<file path="src/design/bbrm_pkg.sv">
// shared types, constants and index function for the buddy release block
package bbrm_pkg;

    localparam int ORDERS   = 10;
    localparam int ORDER_W  = 4;
    localparam int BASE_W   = 10;
    localparam int MAP_BITS = 2 << ORDERS;
    localparam int MAP_AW   = ORDERS + 1;

    localparam logic [1:0] ST_OK       = 2'd0;
    localparam logic [1:0] ST_BAD      = 2'd1;
    localparam logic [1:0] ST_ALREADY  = 2'd2;

    localparam logic KIND_RELEASE = 1'b0;
    localparam logic KIND_QUERY   = 1'b1;

    typedef struct packed {
        logic               kind;
        logic [ORDER_W-1:0] order;
        logic [BASE_W-1:0]  base;
    } t_in_item;

    typedef struct packed {
        logic [1:0]         status;
        logic [ORDER_W-1:0] final_order;
        logic [BASE_W-1:0]  final_base;
        logic               is_free;
    } t_out_item;

    typedef enum logic [3:0] {
        S_CLEAR,
        S_IDLE,
        S_LOOKUP,
        S_SELF_CHK,
        S_BUD_RD,
        S_BUD_CHK,
        S_SET,
        S_FIN
    } t_state;

    typedef struct packed {
        logic load;
        logic clr_step;
        logic rd_self;
        logic rd_bud;
        logic wr_bud_clr;
        logic wr_set;
        logic set_free;
        logic set_dup;
        logic out_load;
    } t_dp_cmd;

    typedef struct packed {
        logic err;
        logic kind;
        logic rd_bit;
        logic at_top;
        logic clr_done;
    } t_dp_stat;

    // bitmaps for orders 0..ORDERS laid out back to back from order 0
    function automatic logic [MAP_AW-1:0] map_index(input logic [ORDER_W-1:0] k,
                                                    input logic [BASE_W-1:0]  b);
        logic [ORDER_W:0]  sh;
        logic [MAP_AW:0]   full;
        sh   = (ORDER_W+1)'(ORDERS) - {1'b0, k};
        full = (MAP_AW+1)'(MAP_BITS) - ((MAP_AW+1)'(2) << sh)
             + (MAP_AW+1)'(b >> k);
        return full[MAP_AW-1:0];
    endfunction

endpackage

</file>
<file path="src/design/bbrm_ram.sv">
// generic single port ram with registered read
module bbrm_ram #(
    parameter int WIDTH = 1,
    parameter int DEPTH = 2048
) (
    input  logic                     i_clk,
    input  logic                     i_we,
    input  logic [$clog2(DEPTH)-1:0] i_addr,
    input  logic [WIDTH-1:0]         i_wdata,
    output logic [WIDTH-1:0]         o_rdata
);

    logic [WIDTH-1:0] r_mem [DEPTH];
    logic [WIDTH-1:0] r_rdata;

    always_ff @(posedge i_clk) begin
        if (i_we) begin
            r_mem[i_addr] <= i_wdata;
        end
        r_rdata <= r_mem[i_addr];
    end

    assign o_rdata = r_rdata;

endmodule

</file>
<file path="src/design/bbrm_datapath.sv">
// item registers, bitmap addressing, bitmap ram and result register
module bbrm_datapath (
    input  logic                i_clk,
    input  logic                i_rst_n,
    input  bbrm_pkg::t_in_item  i_item,
    input  bbrm_pkg::t_dp_cmd   i_cmd,
    output bbrm_pkg::t_dp_stat  o_stat,
    output bbrm_pkg::t_out_item o_item
);

    logic                          r_kind;
    logic                          r_err;
    logic                          r_dup;
    logic                          r_free;
    logic [bbrm_pkg::ORDER_W-1:0]  r_k;
    logic [bbrm_pkg::BASE_W-1:0]   r_cur;
    logic [bbrm_pkg::MAP_AW-1:0]   r_clr;
    bbrm_pkg::t_out_item           r_out;

    logic [15:0]                   align_mask;
    logic                          in_err;
    logic [bbrm_pkg::BASE_W-1:0]   k_bit;
    logic [bbrm_pkg::MAP_AW-1:0]   self_idx;
    logic [bbrm_pkg::MAP_AW-1:0]   bud_idx;
    logic                          ram_we;
    logic [bbrm_pkg::MAP_AW-1:0]   ram_addr;
    logic [0:0]                    ram_wdata;
    logic [0:0]                    ram_rdata;

    assign align_mask = (16'(1) << i_item.order) - 16'd1;
    assign in_err = (32'(i_item.order) > bbrm_pkg::ORDERS)
                 || ((i_item.base >> bbrm_pkg::ORDERS) != '0)
                 || ((16'(i_item.base) & align_mask) != 16'd0);

    assign k_bit    = bbrm_pkg::BASE_W'(1) << r_k;
    assign self_idx = bbrm_pkg::map_index(r_k, r_cur);
    assign bud_idx  = bbrm_pkg::map_index(r_k, r_cur ^ k_bit);

    always_comb begin
        ram_we    = i_cmd.clr_step | i_cmd.wr_bud_clr | i_cmd.wr_set;
        ram_wdata = i_cmd.wr_set;
        if (i_cmd.clr_step) begin
            ram_addr = r_clr;
        end else if (i_cmd.rd_bud || i_cmd.wr_bud_clr) begin
            ram_addr = bud_idx;
        end else begin
            ram_addr = self_idx;
        end
    end

    bbrm_ram #(
        .WIDTH(1),
        .DEPTH(bbrm_pkg::MAP_BITS)
    ) u_map (
        .i_clk  (i_clk),
        .i_we   (ram_we),
        .i_addr (ram_addr),
        .i_wdata(ram_wdata),
        .o_rdata(ram_rdata)
    );

    // clear sweep pointer
    always_ff @(posedge i_clk) begin
        if (!i_rst_n) begin
            r_clr <= '0;
        end else if (i_cmd.clr_step) begin
            r_clr <= r_clr + 1'b1;
        end
    end

    always_ff @(posedge i_clk) begin
        if (i_cmd.load) begin
            r_kind <= i_item.kind;
            r_err  <= in_err;
            r_k    <= i_item.order;
            r_cur  <= i_item.base;
            r_dup  <= 1'b0;
            r_free <= 1'b0;
        end else begin
            if (i_cmd.wr_bud_clr) begin
                r_cur <= r_cur & ~k_bit;
                r_k   <= r_k + 1'b1;
            end
            if (i_cmd.set_free) begin
                r_free <= ram_rdata[0];
            end
            if (i_cmd.set_dup) begin
                r_dup <= 1'b1;
            end
        end
        if (i_cmd.out_load) begin
            r_out.status      <= r_err ? bbrm_pkg::ST_BAD
                               : (r_dup ? bbrm_pkg::ST_ALREADY : bbrm_pkg::ST_OK);
            r_out.final_order <= r_k;
            r_out.final_base  <= r_cur;
            r_out.is_free     <= r_free;
        end
    end

    assign o_stat.err      = r_err;
    assign o_stat.kind     = r_kind;
    assign o_stat.rd_bit   = ram_rdata[0];
    assign o_stat.at_top   = (32'(r_k) >= bbrm_pkg::ORDERS);
    assign o_stat.clr_done = (32'(r_clr) == bbrm_pkg::MAP_BITS - 1);
    assign o_item          = r_out;

endmodule

</file>
<file path="src/design/bbrm_ctrl.sv">
// sequencer for clear sweep, lookup and merge cascade
module bbrm_ctrl (
    input  logic               i_clk,
    input  logic               i_rst_n,
    input  logic               i_in_valid,
    output logic               o_in_stall,
    output logic               o_out_valid,
    input  logic               i_out_stall,
    input  bbrm_pkg::t_dp_stat i_stat,
    output bbrm_pkg::t_dp_cmd  o_cmd
);

    bbrm_pkg::t_state r_state;
    bbrm_pkg::t_state n_state;
    logic             r_out_valid;
    logic             n_out_valid;

    always_ff @(posedge i_clk) begin
        if (!i_rst_n) begin
            r_state     <= bbrm_pkg::S_CLEAR;
            r_out_valid <= 1'b0;
        end else begin
            r_state     <= n_state;
            r_out_valid <= n_out_valid;
        end
    end

    always_comb begin
        n_state = r_state;
        o_cmd   = '0;
        case (r_state)
            bbrm_pkg::S_CLEAR: begin
                o_cmd.clr_step = 1'b1;
                if (i_stat.clr_done) begin
                    n_state = bbrm_pkg::S_IDLE;
                end
            end
            bbrm_pkg::S_IDLE: begin
                if (i_in_valid) begin
                    o_cmd.load = 1'b1;
                    n_state    = bbrm_pkg::S_LOOKUP;
                end
            end
            bbrm_pkg::S_LOOKUP: begin
                if (i_stat.err) begin
                    n_state = bbrm_pkg::S_FIN;
                end else begin
                    o_cmd.rd_self = 1'b1;
                    n_state       = bbrm_pkg::S_SELF_CHK;
                end
            end
            bbrm_pkg::S_SELF_CHK: begin
                if (i_stat.kind == bbrm_pkg::KIND_QUERY) begin
                    o_cmd.set_free = 1'b1;
                    n_state        = bbrm_pkg::S_FIN;
                end else if (i_stat.rd_bit) begin
                    o_cmd.set_dup = 1'b1;
                    n_state       = bbrm_pkg::S_FIN;
                end else begin
                    n_state = bbrm_pkg::S_BUD_RD;
                end
            end
            bbrm_pkg::S_BUD_RD: begin
                if (i_stat.at_top) begin
                    n_state = bbrm_pkg::S_SET;
                end else begin
                    o_cmd.rd_bud = 1'b1;
                    n_state      = bbrm_pkg::S_BUD_CHK;
                end
            end
            bbrm_pkg::S_BUD_CHK: begin
                if (i_stat.rd_bit) begin
                    o_cmd.wr_bud_clr = 1'b1;
                    n_state          = bbrm_pkg::S_BUD_RD;
                end else begin
                    n_state = bbrm_pkg::S_SET;
                end
            end
            bbrm_pkg::S_SET: begin
                o_cmd.wr_set = 1'b1;
                n_state      = bbrm_pkg::S_FIN;
            end
            bbrm_pkg::S_FIN: begin
                if (!r_out_valid || !i_out_stall) begin
                    o_cmd.out_load = 1'b1;
                    n_state        = bbrm_pkg::S_IDLE;
                end
            end
            default: begin
                n_state = bbrm_pkg::S_IDLE;
            end
        endcase
    end

    always_comb begin
        if (o_cmd.out_load) begin
            n_out_valid = 1'b1;
        end else if (r_out_valid && !i_out_stall) begin
            n_out_valid = 1'b0;
        end else begin
            n_out_valid = r_out_valid;
        end
    end

    assign o_in_stall  = (r_state != bbrm_pkg::S_IDLE);
    assign o_out_valid = r_out_valid;

endmodule

</file>
<file path="src/design/buddy_block_release_merge_top.sv">
// top level of the buddy release and merge block
// Buddy-system release with coalescing over a pool of 1024 units (orders 0..10).
// A free bitmap per order sits in one 2048 x 1 single port ram. After reset the
// block sweeps the ram to zero, one entry per cycle; it takes no item during
// that sweep. A release item checks its own bit, then climbs the orders: each
// step reads the buddy bit and, if it is set, clears it and moves up one order;
// finally the merged block's bit is set. The single ram port sets the pace:
// each order climbed passes a buddy read state and a buddy check state. One
// item is in work at a time. The result sits in an output register, so the next
// item is taken while a result still waits to be drained.
// status: 0 ok, 1 misaligned or outside the pool, 2 block already free.
module buddy_block_release_merge_top (
    input  logic                i_clk,
    input  logic                i_rst_n,
    input  logic                i_in_valid,
    output logic                o_in_stall,
    input  bbrm_pkg::t_in_item  i_in_item,
    output logic                o_out_valid,
    input  logic                i_out_stall,
    output bbrm_pkg::t_out_item o_out_item
);

    // controller to datapath commands and returned status flags
    bbrm_pkg::t_dp_cmd  dp_cmd;
    bbrm_pkg::t_dp_stat dp_stat;

    bbrm_ctrl u_ctrl (
        .i_clk      (i_clk),
        .i_rst_n    (i_rst_n),
        .i_in_valid (i_in_valid),
        .o_in_stall (o_in_stall),
        .o_out_valid(o_out_valid),
        .i_out_stall(i_out_stall),
        .i_stat     (dp_stat),
        .o_cmd      (dp_cmd)
    );

    // bitmap ram, cascade registers and the result register
    bbrm_datapath u_dp (
        .i_clk  (i_clk),
        .i_rst_n(i_rst_n),
        .i_item (i_in_item),
        .i_cmd  (dp_cmd),
        .o_stat (dp_stat),
        .o_item (o_out_item)
    );

endmodule

</file>
<file path="config.mk">
export PLATFORM = sky130hd
export DESIGN_NAME = buddy_block_release_merge_top
export DESIGN_NICKNAME = d
export VERILOG_FILES = /design/src/design/bbrm_pkg.sv /design/src/design/bbrm_ram.sv /design/src/design/bbrm_datapath.sv /design/src/design/bbrm_ctrl.sv /design/src/design/buddy_block_release_merge_top.sv
export SDC_FILE = /design/constraint.sdc
export NUM_CORES = 2
export LEC_CHECK = 0
export BUFFER_PORTS_ARGS = -buffer_cell sky130_fd_sc_hd__buf_2
export CAP_MARGIN = 20
export CORE_MARGIN = 2
export CORE_UTILIZATION = 40
export CTS_CLUSTER_SIZE = 40
export DETAILED_ROUTE_END_ITERATION = 12
export PLACE_DENSITY = 0.58
export SETUP_SLACK_MARGIN = 0.4
export SLEW_MARGIN = 20
export SYNTH_ARGS = -nofsm -noshare
export SYNTH_HDL_FRONTEND = slang
export SYNTH_SLANG_ARGS = --single-unit
</file>
<file path="constraint.sdc">
create_clock -name i_clk -period 179.9 [get_ports i_clk]
set_input_delay 35.98 -clock i_clk [delete_from_list [all_inputs] [get_ports i_clk]]
set_output_delay 35.98 -clock i_clk [all_outputs]
set_load 0.02 [all_outputs]
</file>
==> flow_metrics.env <==
export IMPL_status="completed"
export IMPL_cp_arrival_ns=2.39
export IMPL_finalSetupViolCount=0
export IMPL_wl_per_cell_um=31.7
export IMPL_cp_cell_sequence="nand2b_1 -> or2_2 -> buf_2"
export IMPL_die_y_um=479
export IMPL_synth_main_ff_cell="edfxtp_1"
export IMPL_syn_area_per_cell_um2=12.4
export IMPL_reg2reg_depth=27
export IMPL_finalHoldViolations=0
export IMPL_area_growth_pct=11.2
export IMPL_pwr_share_comb_pct=4.3
export IMPL_yosys_warnings=0
export IMPL_async_flop_share_pct=0
export IMPL_syn_num_nets=7295
export IMPL_path_max_fanout=21
export IMPL_slew_headroom_pct=16.1
export IMPL_fillCellCount=20400
export IMPL_fin_hold_ws_ns=0.441
export IMPL_cts_root_buf="clkbuf_16"
export IMPL_cap_viol_max_count=0
export IMPL_ys_types=95
export IMPL_grt_max_degree=296
export IMPL_maxSlewViolCount=0
export IMPL_fin_crit_sh_pct=21.3
export IMPL_required_ns=143.92
export IMPL_dieArea_um2=229000
export IMPL_yosys_area_top_type_share_pct=69.3
export IMPL_post_cts_setup_buffers=0
export IMPL_seqPwrFrac_pct=52.6
export IMPL_antenna_found_initial=11
export IMPL_drive_gt1_share_pct=9.68
export IMPL_grt_pass1_wl_um=450000
export IMPL_rsz0062_at_grt="no"
export IMPL_netlist_top_cells_area="edfxtp_1, nor2_1, a22oi_1, clkbuf_1, a221oi_1"
export IMPL_grt_ovfl_total=0
export IMPL_dp_hpwl_um=159000
export IMPL_synthCells=7245
export IMPL_cts_htree_levels=4
export IMPL_end_kind="output port"
export IMPL_clock_latency_ns=0.88
export IMPL_hp_class="flop to flop"
export IMPL_fmax_mhz=26.1
export IMPL_dr_total_vias=64700
export IMPL_grt_pass1_vias=61000
export IMPL_wirelength_um=320000
export IMPL_p_int_mw=0.782
export IMPL_netSwitchingPower_mw=0.225
export IMPL_cts_buffers=214
export IMPL_cts_buffer_depth=3
export IMPL_ir_drop_uv=8.49
export IMPL_finish_utilization_pct=44.7
export IMPL_num_nets_final=7002
export IMPL_fin_tns_setup_ns=0
export IMPL_grt_usage_pct=27.1
export IMPL_synthesis_area_um2=90200
export IMPL_ant_nets=0
export IMPL_clk_pin_slew_ns=0.06
export IMPL_p_sw_share_pct=22.4
export IMPL_skew_ns=0.0367
export IMPL_ctsResizeCount=0
export IMPL_worst_pin_slew_ns=1.26
export IMPL_drt_iter0_markers=11400
export IMPL_critPathKind="flop to output port"
export IMPL_layout_commonest_cell="edfxtp_1"
export IMPL_regArea_um2=62900
export IMPL_tritoncts="built"
export IMPL_slowest_delay_ns=0.78
export IMPL_ios=38
export IMPL_start_util_pct=40.2
export IMPL_synth_edf_count=2081
export IMPL_holdBufCountCts=0
export IMPL_start_kind="flop"
export IMPL_holdPathStages=0
export IMPL_viasPerCell=6.40
export IMPL_yosysTopAreaCell="edfxtp_1"
export IMPL_cts_sinks=2099
export IMPL_coreArea_um2=224000
export IMPL_multi_input_area_um2=25100
export IMPL_drc=0
export IMPL_crit_path_top_delay_cell="dfxtp_1"
export IMPL_ys_seq_area_share_pct=69.7
export IMPL_p_clk_share_pct=43.1
export IMPL_pwr_density_cell_nw_per_um2=10.0
export IMPL_ys_ff_latch=2099
export IMPL_layout_min_cycle_time_ns=38.37
export IMPL_power_leakage_nw=27.0
export IMPL_drt_first_pass_iters=9
export IMPL_port_buffers=37
export IMPL_place_congestion=0.872
export IMPL_fp_dieW_um=479
export IMPL_final_cell_mix="edfxtp_1, nor2_1, a22oi_1, nand2_1, a221oi_1"
export IMPL_rows=174
sequential cells by signal, indices dropped and copies added, names as in the netlist, 3 cells and up:
signal and cells:
u_dp.u_map.r_mem 2048, u_dp.o_item 17, u_dp.r_clr 11, u_dp.r_cur 10, u_dp.r_k 4, u_ctrl.r_state 3
cell type report:
class | count | share of cell area [%]
Timing Repair Buffer | 222 | 1.81
Clock buffer | 264 | 5.53
Antenna cell | 3 | 0.00749
Tap cell | 2992 | 3.73
Clock inverter | 120 | 1.10
Multi-Input combinational cell | 4388 | 25.0
Sequential cell | 2099 | 62.7
Inverter | 27 | 0.101
synthesized netlist by cell type, types with 9 or more instances:
library cell	instances
a21boi_0	12
a221oi_1	217
buf_2	78
a221o_1	67
nand2b_1	16
nand4_1	76
ha_1	30
or3_1	10
nor2_1	2065
o21ai_0	76
a22oi_1	346
a22o_1	130
nand2_1	325
o21a_1	11
nor4_1	32
edfxtp_1	2081
a222oi_1	50
a32oi_1	50
o211ai_1	13
mux2i_1	83
buf_4	16
o22ai_1	45
nor3_1	97
a31oi_1	45
nand3_1	84
inv_1	26
xnor2_1	9
o221ai_1	12
a211oi_1	40
and3_1	52
clkbuf_1	584
dfxtp_1	18
and2_1	18
o2111ai_1	22
a211o_1	9
mux2_2	30
o31ai_1	26
buf_1	48
a311oi_1	10
a32o_1	21
a21oi_1	129
metal layers:
layer  part of all wire [%]  GRT usage [%]  up-vias
met5                  0.047          0.269        -
met1                     38           36.8    33300
met2                     46           42.7     4109
met3                     12           5.59      708
li1                       -              -    26600
met4                    4.4           11.0       12
through the flow:
stage / cell area (um^2) / total power [mW] / worst slack (ns) / cells
4_1_cts: 100000 / 1.01 / 141.46 / 10100
3_5_place_dp: 93400 / 0.581 / 142.42 / 9721
6_report: 100000 / 1.01 / 141.53 / 10100
2_1_floorplan: 90200 / 0.562 / 122.38 / 7245
5_1_grt: 100000 / 1.03 / 141.34 / 10100
3_3_place_gp: 93400 / 0.581 / 142.36 / 9720
final timing paths:
kind / from / to / slack [ns]
max: u_ctrl.r_state[0] / o_in_stall / 141.53
min: u_dp.r_free / u_dp.o_item[0] / 0.44
max reg2reg: u_dp.r_k[1] / u_dp.u_map.o_rdata / 169.93
min reg2reg: u_dp.r_free / u_dp.o_item[0] / 0.44
cells by family (layout without fill, tap and decap cells):
logic type	count (synthesis)	in the layout	share of synthesized area, %
buffers and inverters	758	633	3.37
adders and majority gates	31	31	0.438
and+or+nand+nor	2811	2811	12.7
muxes	116	116	1.36
DFF	2099	2099	69.7
AOI/OAI and AO/OA	1415	1415	12.3
xor gates and xnor gates	15	15	0.146
other	0	3	0
power groups by stage:
| stage | registers [mW] | logic, mW | clock network, mW |
|---|---|---|---|
| 5_1_grt | 0.529 | 0.0438 | 0.454 |
| 6_report | 0.529 | 0.0429 | 0.434 |
| 3_3_place_gp | 0.540 | 0.0414 | 0 |
| 2_1_floorplan | 0.540 | 0.0225 | 0 |
| 4_1_cts | 0.530 | 0.0416 | 0.436 |
| 3_5_place_dp | 0.540 | 0.0415 | 0 |
critical path, delay by kind of cell, from the launching register on:
| family | cells | cell delay [ns] |
|---|---|---|
| buf+inv | 1 | 0.17 |
| flops | 1 | 0.78 |
| simple gates | 2 | 0.57 |
(Power assumes the default switching activity.)
